**src/hw/rtl/tam_fifo.sv**
```systemverilog
// ----------------------------------------------------------------------------
// tam_fifo: small command queue
// Register-based first-in first-out queue between the front and the back.
// ----------------------------------------------------------------------------
module tam_fifo #(
  parameter int unsigned W     = 8,
  parameter int unsigned DEPTH = 4
) (
  input  logic         clk_i,
  input  logic         rst_ni,
  input  logic         push_i,
  input  logic [W-1:0] wdata_i,
  input  logic         pop_i,
  output logic [W-1:0] rdata_o,
  output logic         full_o,
  output logic         empty_o
);

  localparam int unsigned PW = (DEPTH > 1) ? $clog2(DEPTH) : 1;
  localparam int unsigned CW = $clog2(DEPTH + 1);

  logic [W-1:0]  mem_q [DEPTH];
  logic [PW-1:0] wptr_q, rptr_q;
  logic [CW-1:0] cnt_q;

  assign full_o  = (cnt_q == CW'(DEPTH));
  assign empty_o = (cnt_q == '0);
  assign rdata_o = mem_q[rptr_q];

  always_ff @(posedge clk_i) begin
    if (push_i) begin
      mem_q[wptr_q] <= wdata_i;
    end
  end

  always_ff @(posedge clk_i or negedge rst_ni) begin
    if (!rst_ni) begin
      wptr_q <= '0;
      rptr_q <= '0;
      cnt_q  <= '0;
    end else begin
      if (push_i) begin
        wptr_q <= (wptr_q == PW'(DEPTH - 1)) ? '0 : wptr_q + 1'b1;
      end
      if (pop_i) begin
        rptr_q <= (rptr_q == PW'(DEPTH - 1)) ? '0 : rptr_q + 1'b1;
      end
      if (push_i && !pop_i) begin
        cnt_q <= cnt_q + 1'b1;
      end else if (pop_i && !push_i) begin
        cnt_q <= cnt_q - 1'b1;
      end
    end
  end

endmodule

```
**config.mk**
```make
export PLATFORM = sky130hd
export DESIGN_NAME = tam_fifo
export DESIGN_NICKNAME = d
export VERILOG_FILES = /design/src/hw/rtl/tam_fifo.sv
export SDC_FILE = /design/constraint.sdc
export NUM_CORES = 1
export LEC_CHECK = 0
export ABC_AREA = 1
export BUFFER_PORTS_ARGS = -buffer_cell sky130_fd_sc_hd__buf_2
export CAP_MARGIN = 20
export CORE_UTILIZATION = 45
export CTS_CLUSTER_SIZE = 40
export DETAILED_ROUTE_END_ITERATION = 8
export PLACE_DENSITY = 0.67
export SLEW_MARGIN = 20
export SYNTH_ARGS = -nofsm -noshare
export SYNTH_HDL_FRONTEND = slang
export SYNTH_SLANG_ARGS = --single-unit
```
**constraint.sdc**
```tcl
create_clock -name clk_i -period 1.55 [get_ports clk_i]
set_input_delay 0.2325 -clock clk_i [delete_from_list [all_inputs] [get_ports clk_i]]
set_output_delay 0.2325 -clock clk_i [all_outputs]
set_load 0.02 [all_outputs]
```
-- Yosys cells after proc, flatten, opt, wreduce, memory -nomap -nowiden
Memories as Yosys holds them, arrays and structs flattened.
Cells that the tools add are included.
- output and inout port bits: 10
- input port bits: 12
- memories: 1
- bits in registers: 7
- logic and storage cells: 23
- RAM bits: 32
- memory list (memory ; depth ; width ; rd ports ; clocked after memory_dff ; wr ports ; RTL line ; RTL):
    mem_q ; 4 ; 8 ; 1 ; 0 ; 1 ; 22 ; logic [W-1:0] mem_q [DEPTH];
- equality and inequality tests: 3
- add/subtract/negate cells: 4
- reduce and logical (&&, ||, !) cells: 6
- mux-type cells: 6
- operators with widths (operator ; number):
    two-way mux 3 bit ; 2
    adder 2 x 1 -> 2 bit, second input constant ; 2
    equality test 2 bit, second input constant ; 2
    two-way mux 2 bit ; 2
    adder 3 x 1 -> 3 bit, second input constant ; 1
    equality test 3 bit, second input constant ; 1
    logical NOT 3 bit ; 1
    subtractor 3 x 1 -> 3 bit, second input constant ; 1
    logical AND 1 bit ; 2
    logical NOT 1 bit ; 2
    two-way mux 1 bit ; 2
    nonzero test 2 bit ; 1

-- Longest topological paths before layout
Gate-level depths: netlist (run 1).
- depth after elaboration: 4
- depth in mapped cells: 9

-- Worst setup path before layout (run 1)
No wires, ideal clock.
- path kind: register to register
- from: register cnt_q[0]
- to: register cnt_q[2]
- stages on the path, launching flop included: 6
- buffers on the path: 0
- data required time: 1.433 ns
- clock period less this slack: 1.200 ns
- arrival: 1.083 ns
- library setup time: 0.117 ns
- setup slack: 0.350 ns
- path through: dfrtp_1 -> fa_1 -> nand2_1 -> nand3_1 -> nand2_1 -> nand2_1
- cells in the longest elaborated chain, start to end: 3
- elaborated cells between the ends (all ways): 4
- those cells by class: 2 x add/sub; 2 x mux
- RTL lines (item ; RTL line ; RTL):
    start: declaration ; 24 ; logic [CW-1:0] cnt_q;
    start signal: assignment ; 49 ; cnt_q <= cnt_q + 1'b1;
    start signal: assignment ; 51 ; cnt_q <= cnt_q - 1'b1;
    subtractor 3 x 1 -> 3 bit ; 51 ;
    two-way mux 3 bit ; 50 ; end else if (pop_i && !push_i) begin
    two-way mux 3 bit * ; 48 ; if (push_i && !pop_i) begin
Every way passes the cells marked *; elsewhere a longest branch is shown, timed or not. The select of a mux whose other input is x is not followed.
A chain may end at the register's enable or synchronous reset.

-- Final worst setup path (run 1)
- from: register rptr_q[0]
- to: output port rdata_o[7]
- cells in the longest elaborated chain, start to end: 1
- RTL lines (item ; RTL line ; RTL):
    start: declaration ; 23 ; logic [PW-1:0] wptr_q, rptr_q;
    start signal: assignment ; 46 ; rptr_q <= (rptr_q == PW'(DEPTH - 1)) ? '0 : rptr_q + 1'b1;
    memory (4 x 8 bit) ; - ;
    end: declaration ; 14 ; output logic [W-1:0] rdata_o,
No other way between the ends.

==> impl_metrics.env, run 1 <==
export IMPL_status="finished with violations"
export IMPL_failed_checks="negative setup slack"
export IMPL_dieWidth_um=63.52
export IMPL_seq_area_mm2=0.001136
export IMPL_critPathRequiredTime_ps=1320
export IMPL_worstMarginPinSlew_ps=405.3
export IMPL_gr_usage_all_layers_pct=17.77
export IMPL_holdWs_ps=153.1
export IMPL_grt_pass1_vias=1080
export IMPL_n_antenna_cell=0
export IMPL_ys_seq_area_share_pct=66.72
export IMPL_clock_skew_ps=3.383
export IMPL_path_class="flop to primary output"
export IMPL_fill_cells=294
export IMPL_maxCapViolCount=0
export IMPL_clk_path_buf_depth=2
export IMPL_cts_sinks=39
export IMPL_totalWireLength_mm=3.106
export IMPL_coreArea_mm2=0.003468
export IMPL_p_per_area_mw_per_mm2=1869
export IMPL_port_buffers=21
export IMPL_fin_ws_ps=-62.34
export IMPL_period_needed_ps=1612
export IMPL_met1_usage_pct=20.31
export IMPL_clockRootBuffer="clkbuf_8"
export IMPL_relSlewSlack_pct=72.95
export IMPL_leakage_nw=0.9470
export IMPL_ys_ff_latch=39
export IMPL_drt_vias_per_instance=4.932
export IMPL_worstHoldStart="wdata_i[4]"
export IMPL_numCtsBuffers=5
export IMPL_grt_ovfl_total=0
export IMPL_met2_usage_pct=28.72
export IMPL_grt_pass1_wl_mm=5.078
export IMPL_clock_latency_ps=290
export IMPL_pre_cts_slack_ps=108.0
export IMPL_grt_max_degree=17
export IMPL_routedWlPerCell_um=13.99
export IMPL_cp_data_arrival_time_ps=1380
export IMPL_multi_input_area_um2=446.7
export IMPL_hold_class="input pin to flop"
export IMPL_irDropWorstVdd_uv=908.5
export IMPL_io_pins=22
export IMPL_drt_initial_drc_count=59
export IMPL_rows=21
export IMPL_use_met3_pct=6.703
export IMPL_end_kind="primary output"
export IMPL_grt_antenna_before_repair=0
export IMPL_drt_first_pass_iters=7
export IMPL_hpwlAfterDp_mm=1.977
export IMPL_setup_viol=8
export IMPL_dieArea_mm2=0.004034
export IMPL_syn_inst=144
export IMPL_ys_warn_count=0
export IMPL_fin_crit_sh_pct=104.0
export IMPL_syn_area_per_cell_um2=11.83
export IMPL_netlist_area_mm2=0.001703
export IMPL_syn_nets=163
export IMPL_fin_nets=194
export IMPL_vias=1095
export IMPL_hold_violations=0
export IMPL_maxSlewViolCount=0
export IMPL_drc=0
export IMPL_gp_congestion=0.7253
export IMPL_drive_gt1_share_pct=25.00
export IMPL_timing_critical_path_from="rptr_q[0]$_DFFE_PN0P_"
export IMPL_maxClockFrequency_mhz=620.2
export IMPL_die_y_um=63.52
export IMPL_postRouteAntennaNets=0
export IMPL_rr_startpoint="wptr_q[0]$_DFFE_PN0P_"
export IMPL_cp_max_fo=8
export IMPL_busiest_layer="met2"
export IMPL_h_tree_depth=2
export IMPL_clk_pin_slew_ps=70
export IMPL_rsz0062_at_grt="true"
export IMPL_initial_utilization_pct=49.10
export IMPL_syn_to_final_growth_pct=23.66
export IMPL_cts_tree="done"
export IMPL_cp_start_kind="flop"
export IMPL_ys_types=17
[per-layer routing]
| layer | vias up | part of all wire [%] |
|---|---|---|
| met2 | 27 | 51 |
| met1 | 517 | 42 |
| met4 | 0 | 1.6 |
| met3 | 6 | 4.9 |
| li1 | 545 | - |
| met5 | - | 0 |
[sequential cells by signal, indices dropped and copies added, names as in the netlist]
signal,flops
rptr_q,2
cnt_q,3
wptr_q,2
mem_q,32
[logic make-up after synthesis]
family                   synth area share [%]
XOR/XNOR                               0.5144
flip-flops                              66.72
AND/OR/NAND/NOR                         9.846
buffers and inverters                   8.817
AO/OA/AOI/OAI                           8.523
adder cells (fa/ha/maj)                 5.584
[area by class of cell]
| type | instances | area share (%) |
|---|---|---|
| flip-flops and latches | 39 | 53.95 |
| multi-input cells | 72 | 21.21 |
| repair buffers | 28 | 12.06 |
| inverters | 29 | 5.288 |
| clock buffers | 8 | 4.753 |
| well taps | 46 | 2.733 |
[cell usage after synthesis]
| master | number | share of area [%] |
|---|---|---|
| nand2_1 | 38 | 8.4 |
| inv_1 | 27 | 6.0 |
| nand3_1 | 1 | 0.29 |
| a21oi_1 | 1 | 0.29 |
| fa_1 | 1 | 1.2 |
| inv_2 | 2 | 0.44 |
| o21ai_0 | 4 | 1.2 |
| buf_6 | 3 | 2.0 |
| nor2_1 | 1 | 0.22 |
| o211ai_1 | 16 | 7.1 |
| dfrtp_1 | 7 | 10 |
| ha_1 | 6 | 4.4 |
| xnor2_1 | 1 | 0.51 |
| edfxtp_1 | 32 | 56 |
| buf_4 | 1 | 0.44 |
| nor3_1 | 2 | 0.59 |
| nand4_1 | 1 | 0.37 |
[where the power goes]
| part | leakage [nW] | switching [W] | internal [W] |
|---|---|---|---|
| sequential | 0.378 | 0.000140 | 0.00139 |
| combinational | 0.518 | 0.000932 | 0.000730 |
| clock | 0.0515 | 0.000337 | 0.000406 |
[metrics by stage]
stage / cells / cell area, µm² / total power (W) / util, % / setup TNS (ps)
after global routing: 222 / 2106 / 0.004210 / 60.71 / -891.6
after global placement: 210 / 1859 / 0.002770 / 53.61 / 0
after detailed placement: 210 / 1859 / 0.002855 / 53.61 / 0
after CTS: 221 / 2011 / 0.003714 / 57.97 / -320.1
final: 222 / 2106 / 0.003937 / 60.71 / -271.6
after floorplan: 144 / 1703 / 0.002447 / - / 0
[final timing paths]
| check | endpoint | slack, ps | cells past startpoint |
|---|---|---|---|
| worst max-delay path | rdata_o[7] | -60 | 6 |
| worst min-delay path | mem_q[3][4]$_DFFE_PP_ | 150 | 1 |
| worst max register to register | mem_q[0][3]$_DFFE_PP_ | 180 | 4 |
| worst min register to register | cnt_q[2]$_DFFE_PN0P_ | 510 | 2 |
| max in group asynchronous | rptr_q[1]$_DFFE_PN0P_ | 1090 | 2 |
| min in group asynchronous | rptr_q[0]$_DFFE_PN0P_ | 310 | 2 |
[cell usage in the layout, fill, tap and decap left out]
| master | synthesis | routed |
|---|---|---|
| fa_1 | 1 | 1 |
| ha_1 | 6 | 6 |
| nand2_4 | 0 | 2 |
| inv_2 | 2 | 1 |
| nand3_1 | 1 | 1 |
| buf_4 | 1 | 3 |
| o21ai_0 | 4 | 4 |
| inv_4 | 0 | 1 |
| o211ai_1 | 16 | 16 |
| xnor2_1 | 1 | 1 |
| buf_12 | 0 | 1 |
| buf_6 | 3 | 7 |
| clkbuf_8 | 0 | 7 |
| clkbuf_16 | 0 | 1 |
| edfxtp_1 | 32 | 32 |
| nor3_1 | 2 | 2 |
| a21oi_1 | 1 | 1 |
| dfrtp_1 | 7 | 7 |
| nor2_1 | 1 | 1 |
| clkbuf_1 | 0 | 1 |
| nand2_1 | 38 | 30 |
| inv_1 | 27 | 27 |
| buf_2 | 0 | 14 |
| buf_16 | 0 | 1 |
| nand2_2 | 0 | 6 |
| dlygate4sd3_1 | 0 | 1 |
| nand4_1 | 1 | 1 |
[critical path, stage by stage, from the launching register on]
cell	delay, ps
dfrtp_1	420
inv_4	120
clkbuf_16	180
nand2_2	40
o211ai_1	70
nand2_1	100
buf_6	140
[what timing repair did]
action | CTS | global route
setup endpoints to repair | 8 | 8
hold endpoints to repair | 7 | 0
buffers inserted | 1 | 0
gates resized for setup | 3 | 23
hold buffers | 1 | 0
pin swaps | 2 | 7
gates cloned | 1 | 1
No activity file was read; power rests on OpenSTA's default activity.
==> run 2, diff against run 1 <==
--- a/config.mk
+++ b/config.mk
@@ -8,10 +8,10 @@
 export ABC_AREA = 1
 export BUFFER_PORTS_ARGS = -buffer_cell sky130_fd_sc_hd__buf_2
 export CAP_MARGIN = 20
-export CORE_UTILIZATION = 45
+export CORE_UTILIZATION = 56
 export CTS_CLUSTER_SIZE = 40
 export DETAILED_ROUTE_END_ITERATION = 8
-export PLACE_DENSITY = 0.67
+export PLACE_DENSITY = 0.8
 export SLEW_MARGIN = 20
 export SYNTH_ARGS = -nofsm -noshare
 export SYNTH_HDL_FRONTEND = slang
==> impl_metrics.env, run 2 (same netlist as run 1, synthesis figures left out) <==
export IMPL_drt_vias_per_instance=5.288
export IMPL_gp_congestion=0.7581
export IMPL_grt_max_degree=33
export IMPL_irDropWorstVdd_uv=998.7
export IMPL_dieArea_mm2=0.003266
export IMPL_cp_data_arrival_time_ps=1460
export IMPL_hold_class="input pin to flop"
export IMPL_cp_start_kind="flop"
export IMPL_layout_commonest_cell="nand2_1"
export IMPL_dp_cells=194
export IMPL_largest_reg_flops=32
export IMPL_crit_family="flip-flops"
export IMPL_reg_top3="mem_q x32, cnt_q x3"
export IMPL_port_buffers=21
export IMPL_critPathRequiredTime_ps=1320
export IMPL_end_kind="primary output"
export IMPL_pre_cts_slack_ps=94.83
export IMPL_clock_skew_ps=9.835
export IMPL_n_antenna_cell=0
export IMPL_total_power_w=0.003693
export IMPL_period_needed_ps=1690
export IMPL_gr_usage_all_layers_pct=19.61
export IMPL_totalWireLength_mm=2.952
export IMPL_final_cell_mix="37 x nand2_1, 32 x edfxtp_1, 27 x inv_1, 16 x o211ai_1, 14 x buf_2"
export IMPL_grt_ovfl_total=0
export IMPL_initial_utilization_pct=60.19
export IMPL_utilization_pct=71.87
export IMPL_grt_pass1_wl_mm=4.512
export IMPL_path_class="flop to primary output"
export IMPL_cp_num_buf_inv=3
export IMPL_status="finished with violations"
export IMPL_clk_path_buf_depth=2
export IMPL_maxClockFrequency_mhz=591.8
export IMPL_maxCapViolCount=0
export IMPL_rows=19
export IMPL_clk_pin_slew_ps=120
export IMPL_routedWlPerCell_um=14.19
export IMPL_cp_max_fo=8
export IMPL_setup_viol=8
export IMPL_worstMarginPinSlew_ps=361.7
export IMPL_use_met3_pct=6.349
export IMPL_vias=1100
export IMPL_drt_initial_drc_count=28
export IMPL_regMostFlops="mem_q"
export IMPL_relSlewSlack_pct=75.86
export IMPL_failed_checks="design-rule violations, negative setup slack"
export IMPL_rsz0062_at_grt="true"
export IMPL_hold_violations=0
export IMPL_drc=4
export IMPL_h_tree_depth=2
export IMPL_maxSlewViolCount=0
export IMPL_drive_gt1_share_pct=22.03
export IMPL_met2_usage_pct=33.61
export IMPL_postRouteAntennaNets=0
export IMPL_slowest_delay_ps=430
export IMPL_p_per_area_mw_per_mm2=1816
export IMPL_drt_first_pass_iters=6
export IMPL_fin_ws_ps=-139.7
export IMPL_leakage_nw=0.9232
export IMPL_met1_usage_pct=20.86
export IMPL_cts_sinks=39
export IMPL_fin_nets=195
export IMPL_path_cells="inv_4 > clkbuf_16 > o211ai_1 > nand2_1 > buf_6"
export IMPL_fin_crit_sh_pct=109.0
export IMPL_dieWidth_um=57.15
export IMPL_clockRootBuffer="clkbuf_4"
export IMPL_numCtsBuffers=5
export IMPL_grt_pass1_vias=1092
export IMPL_syn_to_final_growth_pct=19.40
export IMPL_hpwlAfterDp_mm=1.877
export IMPL_io_pins=22
export IMPL_stdcell_count=208
export IMPL_clock_latency_ps=360
export IMPL_busiest_layer="met2"
export IMPL_grt_antenna_before_repair=0
export IMPL_coreArea_mm2=0.002829
export IMPL_cts_tree="done"
export IMPL_die_y_um=57.15
export IMPL_slowest_stage="dfrtp_1"
[run 2: cell types whose count changed in the layout (fill, tap and decap cells not counted), sizes merged]
cell / delta
clkinv: +2
clkinvlp: +1
clkbuf: -2
[run 2: final cells by class]
cell class / count / area [µm²]
Tap cell: 31 / 38.79
Multi-Input combinational cell: 72 / 419.2
Clock buffer: 5 / 37.54
Inverter: 29 / 113.9
Clock inverter: 3 / 25.02
Sequential cell: 39 / 1136
Fill cell: 184 / 795.8
Timing Repair Buffer: 29 / 262.8
[run 2: worst reg2reg max path, delay by kind of cell, from the launching register on]
family / cells / cell delay (ps)
DFF: 1 / 440
buffers and inverters: 2 / 370
adders and majority gates: 1 / 150
and+or+nand+nor: 1 / 50
[run 2: through the flow]
| stage | TNS (ps) | area [µm²] | hold WS, ps |
|---|---|---|---|
| floorplan | 0 | 1703 | -63.09 |
| global placement | 0 | 1833 | 69.89 |
| detailed placement | 0 | 1833 | 77.80 |
| CTS | -776.9 | 1913 | 67.20 |
| global route | -1670 | 2033 | 64.33 |
| finish | -942.4 | 2033 | 75.38 |
[run 2: report_power, final]
part	switching [W]	internal (W)	leakage, nW
Clock	0.000356	0.000181	0.0314
Sequential	0.000158	0.00139	0.378
Combinational	0.000886	0.000722	0.514
Total	0.00140	0.00229	0.923
[run 2: layer usage]
metal,share of wire [%],up-vias
met5,0,-
met4,2.8,0
met3,3.8,8
met2,50,20
met1,43,527
li1,-,545
[run 2: final timing paths]
check / from / end / slack (ps) / cells after the start
max in group asynchronous: rst_ni / rptr_q[0]$_DFFE_PN0P_ / 1170 / 2
min reg2reg: cnt_q[2]$_DFFE_PN0P_ / cnt_q[2]$_DFFE_PN0P_ / 540 / 2
max: rptr_q[0]$_DFFE_PN0P_ / rdata_o[7] / -140 / 5
min in group asynchronous: rst_ni / wptr_q[0]$_DFFE_PN0P_ / 220 / 2
min: wdata_i[6] / mem_q[3][6]$_DFFE_PP_ / 80 / 1
max reg2reg: wptr_q[0]$_DFFE_PN0P_ / mem_q[0][1]$_DFFE_PP_ / 210 / 4
[run 2: repair_timing]
item | CTS | global route
endpoints found under the setup margin | 8 | 8
endpoints found under the hold margin | 7 | 0
pin swaps | 0 | 8
cloned | 0 | 3
setup buffers | 1 | 1
gates resized for setup | 0 | 17
hold buffers | 1 | 0
==> run 3, diff against run 2 <==
--- a/config.mk
+++ b/config.mk
@@ -11,6 +11,7 @@
 export CORE_UTILIZATION = 56
 export CTS_CLUSTER_SIZE = 40
 export DETAILED_ROUTE_END_ITERATION = 8
+export MAX_ROUTING_LAYER = met4
 export PLACE_DENSITY = 0.8
 export SLEW_MARGIN = 20
 export SYNTH_ARGS = -nofsm -noshare
==> impl_metrics.env, run 3 (same netlist as run 1, synthesis figures left out) <==
export IMPL_io_pins=22
export IMPL_setup_viol=8
export IMPL_regMostFlops="mem_q"
export IMPL_clock_skew_ps=9.811
export IMPL_total_power_w=0.003693
export IMPL_rows=19
export IMPL_dpl_cell_area_mm2=0.001833
export IMPL_numCtsBuffers=5
export IMPL_grt_max_degree=33
export IMPL_hold_class="input pin to flop"
export IMPL_finalInstanceArea_mm2=0.002033
export IMPL_final_cell_mix="37 x nand2_1, 32 x edfxtp_1, 27 x inv_1, 16 x o211ai_1, 14 x buf_2"
export IMPL_layout_commonest_cell="nand2_1"
export IMPL_maxClockFrequency_mhz=592.1
export IMPL_cp_start_kind="flop"
export IMPL_initial_utilization_pct=60.19
export IMPL_fin_crit_sh_pct=109.0
export IMPL_critPathRequiredTime_ps=1320
export IMPL_status="finished with violations"
export IMPL_postRouteAntennaNets=0
export IMPL_grt_antenna_before_repair=0
export IMPL_multi_input_area_um2=419.2
export IMPL_relSlewSlack_pct=75.87
export IMPL_drt_first_pass_iters=6
export IMPL_clock_latency_ps=360
export IMPL_cts_tree="done"
export IMPL_fin_nets=195
export IMPL_rr_startpoint="wptr_q[0]$_DFFE_PN0P_"
export IMPL_totalWireLength_mm=2.952
export IMPL_failed_checks="design-rule violations, negative setup slack"
export IMPL_pre_cts_slack_ps=94.83
export IMPL_leakage_nw=0.9232
export IMPL_hpwlAfterDp_mm=1.877
export IMPL_grt_pass1_vias=1091
export IMPL_power_share_switching_pct=37.88
export IMPL_timing_critical_path_from="rptr_q[0]$_DFFE_PN0P_"
export IMPL_clk_path_buf_depth=2
export IMPL_power_net_switching_w=0.001399
export IMPL_clk_pin_slew_ps=120
export IMPL_ff2ff_path_depth=4
export IMPL_cp_data_arrival_time_ps=1460
export IMPL_drt_initial_drc_count=28
export IMPL_reg_top3="mem_q x32, cnt_q x3"
export IMPL_seq_power_share_pct=41.9
export IMPL_r2r_end="mem_q[0][1]$_DFFE_PP_"
export IMPL_clockRootBuffer="clkbuf_4"
export IMPL_routedWlPerCell_um=14.19
export IMPL_path_class="flop to primary output"
export IMPL_coreArea_mm2=0.002829
export IMPL_seq_area_mm2=0.001136
export IMPL_port_buffers=21
export IMPL_period_needed_ps=1689
export IMPL_maxSlewViolCount=0
export IMPL_n_antenna_cell=0
export IMPL_intPower_w=0.002294
export IMPL_drt_vias_per_instance=5.288
export IMPL_irDropWorstVdd_uv=998.6
export IMPL_cts_sinks=39
export IMPL_drive_gt1_share_pct=22.03
export IMPL_pwr_share_clk_pct=14.5
export IMPL_maxCapViolCount=0
export IMPL_h_tree_depth=2
export IMPL_die_y_um=57.15
export IMPL_cp_max_fo=8
export IMPL_largest_reg_flops=32
export IMPL_syn_to_final_growth_pct=19.40
export IMPL_vias=1100
export IMPL_rsz0062_at_grt="true"
export IMPL_fin_ws_ps=-138.9
export IMPL_grt_pass1_wl_mm=4.519
export IMPL_gp_congestion=0.7679
export IMPL_p_comb_share_pct=43.5
export IMPL_drc=4
export IMPL_rrSetupSlack_ps=210
export IMPL_fill_cells=184
export IMPL_end_kind="primary output"
export IMPL_grt_ovfl_total=0
export IMPL_hold_violations=0
export IMPL_endpoint="rdata_o[7]"
export IMPL_gr_usage_all_layers_pct=20.25
export IMPL_worstMarginPinSlew_ps=361.6
export IMPL_dieArea_mm2=0.003266
export IMPL_dieWidth_um=57.15
export IMPL_p_per_area_mw_per_mm2=1816
[run 3: cell counts in the layout (fill, tap and decap cells not counted)]
Identical to the previous run, type by type.
[run 3: power by group through the flow]
stage               clock [W]  sequential, W  combinational, W
finish               0.000537        0.00155           0.00161
global route         0.000580        0.00157           0.00175
CTS                  0.000543        0.00154           0.00128
detailed placement          0        0.00156           0.00125
global placement            0        0.00155           0.00119
floorplan                   0        0.00151          0.000939
[run 3: timing repair]
action	in CTS	in global routing
resized for setup	0	17
cloned	0	3
setup buffers	1	1
endpoints found under the setup margin	8	8
pin swaps	0	8
hold buffers	1	0
endpoints found under the hold margin	7	0
[run 3: stage by stage]
step                      hold slack (ps)  cells  utilization [%]  TNS, ps
after floorplan                    -63.09    144                -        0
after CTS                           67.20    204            67.62   -776.9
after global placement              69.89    194            64.79        0
after detailed placement            77.80    194            64.79        0
after global routing                64.32    208            71.87    -1670
final                               76.10    208            71.87   -937.1
[run 3: cell type report]
class	instances	area share, %
Sequential cell	39	55.88
Multi-Input combinational cell	72	20.62
Timing Repair Buffer	29	12.92
Inverter	29	5.600
Tap cell	31	1.908
Clock buffer	5	1.846
Clock inverter	3	1.231
[run 3: routing by layer]
| layer | vias to the layer above | track usage [%] | routed length, µm |
|---|---|---|---|
| met5 | - | - | 0 |
| met4 | 0 | 12.54 | 82 |
| met1 | 528 | 20.86 | 1279 |
| met3 | 8 | 6.349 | 108 |
| met2 | 20 | 33.61 | 1481 |
| li1 | 544 | - | - |
[run 3: critical path, cell delays in order (launching register included)]
cell and delay [ps]:
dfrtp_1 430, inv_4 90, clkbuf_16 170, o211ai_1 180, nand2_1 100, buf_6 140
[run 3: worst min path at each step]
stage,cells past startpoint,startpoint,endpoint
final,1,wdata_i[6],mem_q[3][6]$_DFFE_PP_
after detailed placement,1,rst_ni,cnt_q[0]$_DFFE_PN0P_
after global placement,1,rst_ni,cnt_q[0]$_DFFE_PN0P_
after floorplan,0,rst_ni,cnt_q[0]$_DFFE_PN0P_
after global routing,1,wdata_i[4],mem_q[0][4]$_DFFE_PP_
after CTS,1,wdata_i[4],mem_q[1][4]$_DFFE_PP_
