[config.mk]
export PLATFORM = sky130hd
export DESIGN_NAME = tam_front
export DESIGN_NICKNAME = d
export VERILOG_FILES = /design/src/hw/rtl/tam_pkg.sv /design/src/hw/rtl/tam_front.sv
export SDC_FILE = /design/constraint.sdc
export NUM_CORES = 1
export LEC_CHECK = 0
export ABC_AREA = 1
export BUFFER_PORTS_ARGS = -buffer_cell sky130_fd_sc_hd__buf_2
export CORE_MARGIN = 3
export CORE_UTILIZATION = 45
export CTS_CLUSTER_SIZE = 40
export DETAILED_ROUTE_END_ITERATION = 12
export GPL_ROUTABILITY_DRIVEN = 1
export PLACE_DENSITY = 0.75
export SYNTH_ARGS = -nofsm -noshare
export SYNTH_HDL_FRONTEND = slang
export SYNTH_SLANG_ARGS = --single-unit
[constraint.sdc]
create_clock -name clk_i -period 8 [get_ports clk_i]
set_clock_uncertainty 0.05 [all_clocks]
set_input_delay 1.6 -clock clk_i [delete_from_list [all_inputs] [get_ports clk_i]]
set_output_delay 1.6 -clock clk_i [all_outputs]
set_load 0.01 [all_outputs]
[src/hw/rtl/tam_pkg.sv]
// ----------------------------------------------------------------------------
// tam_pkg: shared types and constants of the tensor axis mean block
// Command codes, state encodings and the effective configuration structure.
// ----------------------------------------------------------------------------
package tam_pkg;

  localparam int unsigned NUM_DIMS = 4;
  localparam int unsigned DIM_W    = $clog2(NUM_DIMS);
  localparam int unsigned SIZE_W   = 11;
  localparam int unsigned CNT_W    = 10;
  localparam int unsigned ACC_W    = 48;
  localparam int unsigned SMP_W    = 32;
  localparam int unsigned RIDX_W   = 12;
  localparam int unsigned Q_DEPTH  = 4;

  // Request codes on the input channel.
  localparam logic [1:0] REQ_ACC   = 2'd0;
  localparam logic [1:0] REQ_READ  = 2'd1;
  localparam logic [1:0] REQ_CLEAR = 2'd2;

  // Configuration register indexes.
  localparam logic [2:0] CFG_RANK   = 3'd0;
  localparam logic [2:0] CFG_SIZE_0 = 3'd1;
  localparam logic [2:0] CFG_SIZE_1 = 3'd2;
  localparam logic [2:0] CFG_SIZE_2 = 3'd3;
  localparam logic [2:0] CFG_SIZE_3 = 3'd4;
  localparam logic [2:0] CFG_AXIS   = 3'd5;

  typedef enum logic [1:0] {
    CMD_ACC,
    CMD_READ,
    CMD_CLEAR
  } cmd_op_e;

  typedef enum logic [1:0] {
    F_IDLE,
    F_WALK,
    F_PUSH
  } front_state_e;

  typedef enum logic [2:0] {
    B_CLEAR,
    B_IDLE,
    B_ACC,
    B_RDW,
    B_DIV,
    B_SAT,
    B_OUT
  } back_state_e;

  // Effective (clamped) configuration.
  typedef struct packed {
    logic [2:0]                           rank;
    logic [DIM_W-1:0]                     axis;
    logic [NUM_DIMS-1:0][SIZE_W-1:0]      size;
  } cfg_t;

  // Command handed from the front to the back; the address travels beside it.
  typedef struct packed {
    cmd_op_e          op;
    logic             bad;
    logic [SMP_W-1:0] sample;
  } cmd_t;

  typedef struct packed {
    logic init_busy;
  } back_stat_t;

endpackage

[src/hw/rtl/tam_front.sv]
// ----------------------------------------------------------------------------
// tam_front: request intake and index generation
// Walks the dimensions to form the reduced index or the reduced tensor size,
// keeps the position counters and queues one command per request.
// ----------------------------------------------------------------------------
module tam_front import tam_pkg::*; #(
  parameter int unsigned OUT_DEPTH = 4096
) (
  input  logic                           clk_i,
  input  logic                           rst_ni,
  input  logic                           take_i,
  input  logic [1:0]                     req_type_i,
  input  logic signed [SMP_W-1:0]        sample_i,
  input  logic [RIDX_W-1:0]              read_index_i,
  input  cfg_t                           cfg_i,
  input  logic                           q_full_i,
  output logic                           busy_o,
  output logic                           push_o,
  output cmd_t                           cmd_o,
  output logic [$clog2(OUT_DEPTH)-1:0]   addr_o
);

  localparam int unsigned AW = $clog2(OUT_DEPTH);
  localparam int unsigned SW = AW + 12;

  front_state_e       st_q, st_d;
  logic [1:0]         req_q, req_d;
  logic [SMP_W-1:0]   sample_q, sample_d;
  logic [RIDX_W-1:0]  ri_q, ri_d;
  logic [DIM_W-1:0]   d_q, d_d;
  logic [AW-1:0]      idx_q, idx_d;
  logic               over_q, over_d;
  logic [NUM_DIMS-1:0][CNT_W-1:0] cnt_q, cnt_d, cnt_step;

  logic               kept;
  logic [CNT_W-1:0]   addend;
  logic [SW-1:0]      sum;
  logic [31:0]        ri_ext;

  assign kept   = ({1'b0, d_q} < cfg_i.rank) && (d_q != cfg_i.axis);
  assign addend = (req_q == REQ_ACC) ? cnt_q[d_q] : '0;
  assign sum    = SW'(idx_q) * SW'(cfg_i.size[d_q]) + SW'(addend);
  assign ri_ext = 32'(ri_q);

  // Odometer step: the innermost live dimension counts, carries ripple out.
  always_comb begin
    logic             carry;
    logic [CNT_W:0]   nxt;
    carry    = 1'b1;
    cnt_step = cnt_q;
    for (int k = NUM_DIMS - 1; k >= 0; k--) begin
      nxt = {1'b0, cnt_q[k]} + 1'b1;
      if ((k < int'(cfg_i.rank)) && carry) begin
        if (32'(nxt) >= 32'(cfg_i.size[k])) begin
          cnt_step[k] = '0;
        end else begin
          cnt_step[k] = nxt[CNT_W-1:0];
          carry       = 1'b0;
        end
      end
    end
  end

  always_comb begin
    st_d     = st_q;
    req_d    = req_q;
    sample_d = sample_q;
    ri_d     = ri_q;
    d_d      = d_q;
    idx_d    = idx_q;
    over_d   = over_q;
    cnt_d    = cnt_q;
    busy_o   = (st_q != F_IDLE);
    push_o   = 1'b0;
    cmd_o.op     = CMD_CLEAR;
    cmd_o.bad    = 1'b0;
    cmd_o.sample = sample_q;
    addr_o       = idx_q;
    case (req_q)
      REQ_ACC: begin
        cmd_o.op  = CMD_ACC;
        cmd_o.bad = over_q;
      end
      REQ_READ: begin
        cmd_o.op  = CMD_READ;
        cmd_o.bad = (!over_q && (ri_ext >= 32'(idx_q))) || (ri_ext >= 32'(OUT_DEPTH));
        addr_o    = ri_ext[AW-1:0];
      end
      default: ;
    endcase
    unique case (st_q)
      F_IDLE: begin
        if (take_i) begin
          req_d    = req_type_i;
          sample_d = sample_i;
          ri_d     = read_index_i;
          d_d      = '0;
          over_d   = 1'b0;
          idx_d    = (req_type_i == REQ_READ) ? AW'(1) : '0;
          case (req_type_i)
            REQ_ACC, REQ_READ: st_d = F_WALK;
            REQ_CLEAR: begin
              cnt_d = '0;
              st_d  = F_PUSH;
            end
            default: ;
          endcase
        end
      end
      F_WALK: begin
        if (kept) begin
          idx_d  = sum[AW-1:0];
          over_d = over_q || (sum >= SW'(OUT_DEPTH));
        end
        d_d = d_q + 1'b1;
        if (d_q == DIM_W'(NUM_DIMS - 1)) begin
          st_d = F_PUSH;
        end
      end
      F_PUSH: begin
        if (!q_full_i) begin
          push_o = 1'b1;
          st_d   = F_IDLE;
          if (req_q == REQ_ACC) begin
            cnt_d = cnt_step;
          end
        end
      end
      default: st_d = F_IDLE;
    endcase
  end

  always_ff @(posedge clk_i or negedge rst_ni) begin
    if (!rst_ni) begin
      st_q  <= F_IDLE;
      cnt_q <= '0;
    end else begin
      st_q  <= st_d;
      cnt_q <= cnt_d;
    end
  end

  always_ff @(posedge clk_i) begin
    req_q    <= req_d;
    sample_q <= sample_d;
    ri_q     <= ri_d;
    d_q      <= d_d;
    idx_q    <= idx_d;
    over_q   <= over_d;
  end

endmodule

### After elaboration in Yosys (flattened, before gate mapping)

Index checks and enable logic that the tools add are counted.

| operators by class | value |
|---|---|
| order comparisons | 13 |
| add/subtract/negate cells | 6 |
| muxes and demuxes | 42 |
| equality and inequality tests | 18 |
| $mul | 1 |
| reductions and logical operators | 23 |

Operator list:

| kind | count |
|---|---|
| $mux W40 | 4 |
| $mux W10 | 10 |
| $pmux W40 S2 | 1 |
| $add A10 B1 Y11 const B | 4 |
| $ge A11 B11 Y1 | 4 |
| $mux W12 | 3 |
| $add A23 B10 Y24 | 1 |
| $ge A24 B13 Y1 const B | 1 |
| $pmux W12 S2 | 1 |
| $reduce_and A6 Y1 | 4 |
| $mul A12 B11 Y23 | 1 |
| $bmux W11 S2 | 1 |
| $bmux W10 S2 | 1 |
| $ne A2 B2 Y1 const B | 9 |
| $ge A12 B13 Y1 const B | 1 |
| $ge A12 B12 Y1 | 1 |
| $mux W1 | 11 |
| $mux W11 | 1 |
| $mux W2 | 4 |
| $pmux W2 S2 | 2 |
| $eq A2 B1 Y1 const B | 3 |
| $eq A2 B2 Y1 const B | 3 |
| $logic_not A2 Y1 | 3 |
| $lt A1 B3 Y1 const A | 2 |
| other kinds (18) | 27 |

| storage, ports and cells | value |
|---|---|
| register bits | 103 |
| output and inout port bits | 49 |

### Longest topological paths before layout

Gate-level depths: netlist (run 1).

| depth | value |
|---|---|
| depth after elaboration | 13 |
| gate-level depth with buffers | 32 |

### Worst setup path after synthesis (run 1)

No wires, ideal clock.

| path | value |
|---|---|
| kind | input to register |
| from | in cfg_i[10] in the netlist's numbering |
| to | reg over_q (data pin) |
| path buffers | 0 |
| slack | 1,571 ps |
| required time | 7,700 ps |
| setup time | 250 ps |
| data arrival time | 6,129 ps |
| cell stages on the path | 27 |
| cells stage by stage | inv_1 > o21ai_0 > nand2_1 > inv_1 > nand2_1 > fa_1 > fa_1 > inv_1 > fa_1 > fa_1 > inv_1 > fa_1 > inv_1 > ha_1 > nand2_1 > nor2_1 > inv_1 > nor2_1 > nand2_1 > nand3_1 > nand2_1 > nor2_1 > nand2_1 > nor2_1 > nand4_1 > nand2_1 > inv_1 |

| between the ends | value |
|---|---|
| cells in the longest elaborated chain, start to end | 8 |

RTL lines:

| item | line | RTL |
|---|---|---|
| start: declaration | tam_front.sv:15 | `input cfg_t cfg_i,` |
| $bmux W11 S2 | tam_front.sv:42 | `assign sum = SW'(idx_q) * SW'(cfg_i.size[d_q]) + SW'(addend);` |
| $mux W11 (implied by the code) | tam_front.sv:42 |  |
| $mul A12 B11 Y23 | tam_front.sv:42 |  |
| $add A23 B10 Y24 | tam_front.sv:42 |  |
| $ge A24 B13 Y1 | tam_front.sv:113 | `over_d = over_q \|\| (sum >= SW'(OUT_DEPTH));` |
| $logic_or A1 B1 Y1 | tam_front.sv:113 |  |
| $mux W1 | tam_front.sv:111 | `if (kept) begin` |
| $pmux W1 S2 | tam_front.sv:91 | `unique case (st_q)` |
| end signal: assignment | tam_front.sv:149 | `over_q <= over_d;` |
| end: declaration | tam_front.sv:32 | `logic over_q, over_d;` |

No other way between the ends. The select of a mux whose other input is x is not followed.
A chain may end at the register's enable or synchronous reset.

### Worst setup path in the final report (run 1)

| path | value |
|---|---|
| from | in cfg_i[9] in the netlist's numbering |
| to | reg over_q (data pin) |

Same word-level chain as after synthesis.

==> results of run 1 <==
[logic make-up after synthesis]
| kind of cell | count (synthesis) | synth area share |
|---|---|---|
| and+or+nand+nor | 606 | 0.213 |
| DFF | 103 | 0.247 |
| adders and majority gates | 228 | 0.309 |
| buffers and inverters | 362 | 0.117 |
| AOI/OAI and AO/OA | 202 | 0.0920 |
| xor gates and xnor gates | 30 | 0.0225 |
[cell type report]
type / instances / area [sq um] / area share
Clock inverter: 7 / 86.3 / 0.00660
Multi-Input combinational cell: 1066 / 7430 / 0.568
Sequential cell: 103 / 2880 / 0.220
Inverter: 331 / 1240 / 0.0950
Tap cell: 330 / 413 / 0.0316
Timing Repair Buffer: 156 / 803 / 0.0614
Clock buffer: 9 / 225 / 0.0172
[worst max-delay path: stages]
cell	delay [ps]
buf_2	80
inv_1	40
o21ai_0	470
nand2_1	290
inv_1	230
nand2_1	100
fa_1	500
fa_1	540
inv_1	60
fa_1	510
fa_1	550
inv_1	60
fa_1	520
inv_1	40
ha_1	340
nand2_1	110
nor2_1	260
nand3_1	210
nand3_1	140
nand2_1	60
nand2_1	60
xor2_1	80
nor2_1	110
nand4_1	100
nand2_1	80
inv_1	40
[sequential cells by signal, summed over array words and instances (netlist names)]
register / flops
cnt_q: 40
d_q: 2
idx_q: 12
over_q: 1
req_q: 2
ri_q: 12
sample_q: 32
st_q: 2
[stage by stage]
step	hold WS (ps)	instance area, sq um	worst slack [ps]	utilization
5_1_grt	466	13100	564	0.517
3_3_place_gp	418	12800	637	0.504
4_1_cts	444	13100	1050	0.517
6_report	442	13100	907	0.517
2_1_floorplan	399	11700	1570	-
3_5_place_dp	421	12800	658	0.504
[per-layer routing]
metal	global-route usage	up-vias	wire, microns
li1	-	5076	-
met1	0.321	5010	13900
met2	0.382	447	15400
met3	0.0444	81	2700
met4	0.0832	0	1050
met5	0	-	0
[Yosys cell counts (all sizes together), types with 28 or more instances]
cell / number
fa: 100
inv: 320
o21ai: 98
xor2: 28
nor2: 140
a21oi: 82
clkbuf: 28
nand2: 359
dfrtp: 42
edfxtp: 61
nand3: 63
ha: 128
[worst min path at each step]
stage	cells after the start	slack [ps]	endpoint	startpoint
floorplan	2	400	cnt_q[29]$_DFFE_PN0P_	cnt_q[29]$_DFFE_PN0P_
global placement	2	420	cnt_q[29]$_DFFE_PN0P_	cnt_q[29]$_DFFE_PN0P_
detailed placement	2	420	cnt_q[29]$_DFFE_PN0P_	cnt_q[29]$_DFFE_PN0P_
CTS	2	440	cnt_q[29]$_DFFE_PN0P_	cnt_q[29]$_DFFE_PN0P_
global route	2	470	cnt_q[29]$_DFFE_PN0P_	cnt_q[29]$_DFFE_PN0P_
finish	2	440	cnt_q[29]$_DFFE_PN0P_	cnt_q[29]$_DFFE_PN0P_
==> metrics, run 1 <==
Antenna Nets Post-Route=0; final hold vios=0; vias per cell=about 5.3; CTS tree=done; # diodes=0; setup violators final=0; top_reg_cell synth=edfxtp_1; port buffer count=around 150; fin nets=about 2.0k; post-synth cell types=36; vias in the first global route=roughly 10k; layout cells sized above 1=0.109; synth top area cells=fa_1 17%, edfxtp_1 16%, ha_1 14%; Synth top area share=0.172; Syn Area/Cell=about 7.6 sq um; Worst Path Arrival=~7200 ps; Crit. End Element=flop; row count=58; most common cell after layout, fill and taps aside=nand2_1; DPL Wire Length=approximately 27 mm; setup_tns=0 ps; Netlist Area Pre-Place=about 0.012 sq mm; Overall Global Routing Usage=0.237; Critical Path Start Type=input port; Req. time, crit path=slightly above 8000 ps; most frequent cells in the layout=359 x nand2_1, 319 x inv_1, 147 x buf_2, 137 x nor2_1, 128 x ha_1; Die H=between 150 and 200 microns; CTS buffer count=9; initial DRC count=roughly 1.0k; Clock Latency Late Sink=between 300 and 400 ps; clock sink count=approximately 100; HP Class=reg -> reg; Die Area=roughly 0.028 sq mm; final non-filler cell total=approximately 2k; IO Count=around 150; flop-to-flop setup slack=approximately 1000 ps; largest net degree at the start of global routing=43; Post-synth EDFFs=61; first-pass GRT wire length=around 53 mm; final max-slew violation count=0; Setup CP Type=in -> reg; largest fanout on the critical path=7; CP Launch Point=cfg_i[9]; final worst-path cycle share=0.887; postcts setup bufs=0; fmax=0.141 GHz; Net Count, Synth=between 1.5k and 2k; status=complete, no violations; Max clock buf depth=2; crit path time final=between 7000 and 8000 ps; DRC=0; worst-case reg-to-reg path depth=27; initial antenna violation count=0; RSZ-0062 raised after global routing=false; gr ovfl total=0; clk slew on worst S/H paths=90 ps; die width=~170 microns; drt first pass iters=7; via count=roughly 11k; Worst-Margin Slew=approximately 1000 ps; Routed WL per cell=around 17 microns; Layout area overhead=12.1%; post_cts resized=0; Starting Density=0.461; proportion of synthesized chip area in sequential cells=0.247; CTS H-Tree Depth=3; gpl congestion=about 1; Rel. slew slack=0.305; # hold bufs at CTS=0; Syn Inst Count=1531; Placeable Area=~0.025 sq mm; #FFs+latches synth=a little over 100; Max Cap Viol=0; Routed WL=~33 mm; clock root buffer master=clkbuf_16; Synth area leader=fa_1; Async SR Flop Fraction=0.408; fill count=about 2.4k; Post-Place Cells=1986; Synthesis Warnings=0; RR Startpoint=d_q[1]$_SDFFCE_PN0P_; Critical R2R Capture=over_q$_SDFFCE_PN0P_; crit path capture=over_q$_SDFFCE_PN0P_
Power of run 1 is not shown: default switching activity piles up to over one toggle a cycle in this logic, so the estimate is an artifact.
==> run 2: changes to the inputs <==
- BUFFER_PORTS_ARGS: -buffer_cell sky130_fd_sc_hd__buf_2 -> -buffer_cell sky130_fd_sc_hd__buf_4
==> run 2 against run 1 <==
Effect of this change: setup slack worse by 17 ps; critical endpoint unchanged; highest routed layer unchanged; non-clock buffer count stayed put; first-iteration DRC count is 15% lower; global-route usage is 0.38 points lower; critical path depth is 2 higher; maximum frequency is 0.23% lower; via count is 0.86% lower; routed wire length is 0.27% lower; final cell count stayed put; register-to-register slack better by 20 ps.
==> metrics, run 2 (synthesis gave the netlist of run 1 again) <==
postcts setup bufs=0; Antenna Nets Post-Route=0; pre-CTS setup slack=approximately 530 ps; Max clock buf depth=2; Worst Path Arrival=just over 7000 ps; initial antenna violation count=0; Crit. End Element=flop; gpl congestion=0.970; port buffer count=147; Req. time, crit path=8080 ps; vias in the first global route=slightly above 10k; Clock Latency Late Sink=between 300 and 400 ps; Overall Global Routing Usage=0.233; CTS H-Tree Depth=3; fmax=roughly 0.14 GHz; Max Cap Viol=0; HP Class=reg -> reg; Regs by FF count=cnt_q (40), sample_q (32); final max-slew violation count=0; post_cts resized=0; drt first pass iters=8; final non-filler cell total=between 2k and 2.5k; Setup CP Type=in -> reg; layout cells sized above 1=0.108; Die Area=approximately 0.028 sq mm; Hold Crit Depth=2; status=complete, no violations; # diodes=0; # hold bufs at CTS=0; Rel. slew slack=0.364; Layout area overhead=15.1%; worst-case reg-to-reg path depth=28; clock root buffer master=clkbuf_16; Top reg by flops=cnt_q; DPL Wire Length=approximately 27 mm; largest fanout on the critical path=7; flip-flop count of the largest register after layout=40; largest net degree at the start of global routing=47; Routed WL per cell=between 15 and 20 microns; final worst-path cycle share=0.889; die width=around 170 microns; most common cell after layout, fill and taps aside=nand2_1; Routed WL=approximately 33 mm; first-pass GRT wire length=approximately 53 mm; fin nets=around 2k; fill count=approximately 2.3k; Register Area=between 0.002 and 0.003 sq mm; clock sink count=103; Placeable Area=about 0.025 sq mm; CTS tree=done; initial DRC count=roughly 890; Worst-Margin Slew=951 ps; RSZ-0062 raised after global routing=false; setup violators final=0; CP peak stage delay=between 500 and 600 ps; crit path time final=7110 ps; setup_tns=0 ps; Setup WS post-layout=about 890 ps; DRC=0; area of the multi-input gates=approximately 0.0074 sq mm; Starting Density=0.461; final hold vios=0; row count=58; vias per cell=5.26; Die H=between 150 and 200 microns; Finished Cell Area=0.0134 sq mm; Post-Place Cells=roughly 2.0k; CTS buffer count=9; gr ovfl total=0; via count=roughly 11k; Critical Path Start Type=input port; most frequent cells in the layout=359 x nand2_1, 319 x inv_1, 156 x buf_4, 137 x nor2_1, 128 x ha_1; Max stage delay cell, worst path=fa_1; IO Count=roughly 150; placed cell area=0.0131 sq mm; clk slew on worst S/H paths=approximately 80 ps
==> run 2: cell types whose count changed in the layout (fill, tap and decap cells not counted), sizes merged <==
cell	previous run	this run
clkinvlp	0	1
clkinv	12	13
clkbuf	9	10
inv	326	323
==> run 2: critical path: cells and delay by family <==
kind | cells | cell delay [ps]
fa+ha+maj | 6 | 3050
simple gates | 13 | 1460
buf+inv | 8 | 620
compound gates | 1 | 460
==> run 2: layout make-up <==
cell class	instances	area share
Clock inverter	6	0.00466
Sequential cell	103	0.215
Inverter	331	0.0925
Timing Repair Buffer	156	0.0872
Clock buffer	10	0.0170
Tap cell	330	0.0307
Multi-Input combinational cell	1066	0.553
==> run 2: final timing paths <==
| kind | start | endpoint | slack (ps) |
|---|---|---|---|
| max | cfg_i[10] | over_q$_SDFFCE_PN0P_ | 890 |
| min | cnt_q[19]$_DFFE_PN0P_ | cnt_q[19]$_DFFE_PN0P_ | 440 |
| max reg2reg | d_q[1]$_SDFFCE_PN0P_ | over_q$_SDFFCE_PN0P_ | 1030 |
| min reg2reg | cnt_q[19]$_DFFE_PN0P_ | cnt_q[19]$_DFFE_PN0P_ | 440 |
| max in group asynchronous | rst_ni | cnt_q[12]$_DFFE_PN0P_ | 6300 |
| min in group asynchronous | rst_ni | cnt_q[29]$_DFFE_PN0P_ | 1180 |
==> run 2: metal layers <==
| layer | vias up | GRT usage | share of wire |
|---|---|---|---|
| li1 | 5072 | - | - |
| met1 | 4936 | 0.317 | 0.42 |
| met2 | 460 | 0.377 | 0.47 |
| met3 | 55 | 0.0544 | 0.093 |
| met4 | 0 | 0.0588 | 0.020 |
| met5 | - | 0 | 0 |
==> run 2: stage by stage <==
step,hold slack [ps],util
2_1_floorplan,399,-
3_3_place_gp,419,0.519
3_5_place_dp,425,0.519
4_1_cts,444,0.530
5_1_grt,469,0.530
6_report,442,0.530
Power of run 2 is left out for the same reason.
==> run 3: changes to the inputs <==
- ABC_AREA: 1 -> default
==> run 3 against run 2 <==
Effect of this change: register-to-register slack better by 20 ps; critical endpoint unchanged; non-clock buffer count did not move; highest routed layer unchanged; worst hold slack improved by 79 ps; via count decreased by 10%.
==> metrics, run 3 <==
Layout area overhead=14.8%; RR Startpoint=d_q[0]$_SDFFCE_PN0P_; Die Area=~0.028 sq mm; port buffer count=roughly 150; Max stage delay cell, worst path=mux4_2; # diodes=0; Netlist Area Pre-Place=0.0116 sq mm; IO Count=approximately 150; first-pass GRT wire length=slightly above 50 mm; Synthesis Warnings=0; Die H=166 microns; Clock Latency Late Sink=about 370 ps; Net Count, Synth=1547; delay-heaviest family, CP=adder cells; CP peak stage delay=roughly 600 ps; clock root buffer master=clkbuf_16; post_cts resized=0; largest fanout on the critical path=12; via count=about 9.4k; status=complete, no violations; Setup CP Type=in -> reg; setup_tns=0 ps; #FFs+latches synth=103; clk slew on worst S/H paths=~80 ps; Overall Global Routing Usage=0.226; CTS H-Tree Depth=3; Max clock buf depth=2; Synth top area share=0.173; CP Cell Sequence=buf_4, mux4_2, and2_1, fa_1, fa_1, fa_1, fa_1, inv_1, fa_1, inv_1, ha_1, and3_1, and4_1, a21oi_1, o21ai_0, xor2_1, nor4_1, a41oi_1; row count=58; fmax=0.142 GHz; Starting Density=0.458; most common cell after layout, fill and taps aside=inv_1; Antenna Nets Post-Route=0; CTS tree=done; final hold vios=0; Critical R2R Capture=over_q$_SDFFCE_PN0P_; Register Area=0.00288 sq mm; placed cell area=between 0.01 and 0.015 sq mm; hold_sp=cnt_q[9]$_DFFE_PN0P_; RSZ-0062 raised after global routing=false; worst-case reg-to-reg path depth=19; flop-to-flop setup slack=roughly 1100 ps; initial DRC count=between 600 and 700; CTS buffer count=9; Top reg by flops=cnt_q; sink of the worst hold path=cnt_q[9]$_DFFE_PN0P_; Hold Crit Depth=2; gr ovfl total=0; Async SR Flop Fraction=0.408; vias per cell=between 5 and 6; proportion of synthesized chip area in sequential cells=0.249; die width=166 microns; Post-synth EDFFs=61; Core Util, Final=0.526; Routed WL per cell=18.3 microns; crit path time final=between 7000 and 8000 ps; synth top area cells=fa_1 17%, edfxtp_1 16%, ha_1 14%; top cells by count, synth=202 x inv_1, 158 x nand2_1, 128 x ha_1, 100 x fa_1, 61 x edfxtp_1; post-synth cell types=67; Syn Area/Cell=9.48 sq um; DRC=0; Req. time, crit path=between 8000 and 9000 ps; Routed WL=30.7 mm; postcts setup bufs=0; final max-slew violation count=0; fin nets=1668; Placeable Area=~0.025 sq mm; Worst-Margin Slew=between 800 and 900 ps; critical path buffer and inverter count=3; count leader, synth=inv_1; drt first pass iters=6; setup violators final=0; Synth area leader=fa_1; # hold bufs at CTS=0; final worst-path cycle share=0.881; fill count=approximately 2.3k; vias in the first global route=approximately 10k; Crit. End Element=flop; Max Cap Viol=0; initial antenna violation count=0; Most Frequent Cell on Critical Path=fa_1; gpl congestion=0.951; Syn Inst Count=approximately 1.2k; largest net degree at the start of global routing=between 40 and 50; flip-flop count of the largest register after layout=40; HP Class=reg -> reg; top_reg_cell synth=edfxtp_1; Critical Path Start Type=input port; DPL Wire Length=24.9 mm; Rel. slew slack=0.407; area of the multi-input gates=approximately 0.0077 sq mm; most frequent cells in the layout=202 x inv_1, 158 x nand2_1, 156 x buf_4, 128 x ha_1, 100 x fa_1; Worst Path Arrival=7090 ps; layout cells sized above 1=0.159; Finished Cell Area=~0.013 sq mm; clock sink count=103; Regs by FF count=cnt_q (40), sample_q (32)
==> run 3: changes by cell type in the layout (fill, tap and decap cells not counted), moves of 21 or more <==
cell,before,now
o21ai_0,93,32
nand2_1,359,158
and2_1,0,60
nand3_1,63,35
inv_1,319,202
mux4_2,0,21
nor2_1,137,49
a21oi_1,81,37
==> run 3: routing by layer <==
layer | track usage | up-vias | routed length [microns]
li1 | - | 4342 | -
met1 | 0.285 | 4610 | 12300
met2 | 0.392 | 375 | 15300
met3 | 0.0355 | 92 | 1840
met4 | 0.0918 | 0 | 1350
met5 | 0 | - | 0
==> run 3: through the flow <==
stage | std cells | worst slack [ps] | hold WS, ps
2_1_floorplan | 1220 | 977 | 448
3_3_place_gp | 1660 | 682 | 477
3_5_place_dp | 1660 | 592 | 502
4_1_cts | 1676 | 980 | 522
5_1_grt | 1676 | 656 | 556
6_report | 1676 | 950 | 521
==> run 3: how the worst max path moves through the flow <==
stage | from | endpoint | slack, ps | cells after the start
after floorplan | cfg_i[43] | over_q$_SDFFCE_PN0P_ | 980 | 18
after global placement | cfg_i[43] | over_q$_SDFFCE_PN0P_ | 680 | 18
after detailed placement | cfg_i[43] | over_q$_SDFFCE_PN0P_ | 590 | 18
after CTS | cfg_i[43] | over_q$_SDFFCE_PN0P_ | 980 | 18
after global routing | d_q[0]$_SDFFCE_PN0P_ | over_q$_SDFFCE_PN0P_ | 660 | 19
final | cfg_i[43] | over_q$_SDFFCE_PN0P_ | 950 | 18
==> run 3: tightest hold or removal path, stage by stage (launching register included) <==
cell and delay, ps:
dfrtp_1 410, nand2_1 60, mux2i_1 60
==> run 3: kinds of logic (layout without fill, tap and decap cells) <==
family,Yosys count,count (layout),share of synthesized area
AO/OA/AOI/OAI,180,180,0.111
XOR/XNOR,40,40,0.0303
flip-flops,103,103,0.249
AND/OR/NAND/NOR,382,382,0.159
buffers and inverters,248,374,0.0823
multiplexers,39,39,0.0566
adder cells (fa/ha/maj),228,228,0.311
==> run 3: area by class of cell <==
| cell class | count | share of cell area |
|---|---|---|
| flip-flops and latches | 103 | 0.217 |
| clock inverters | 7 | 0.00688 |
| well taps | 330 | 0.0311 |
| clock buffers | 9 | 0.0170 |
| multi-input cells | 869 | 0.583 |
| inverters | 202 | 0.0571 |
| repair buffers | 156 | 0.0882 |
Power of run 3 is left out for the same reason.
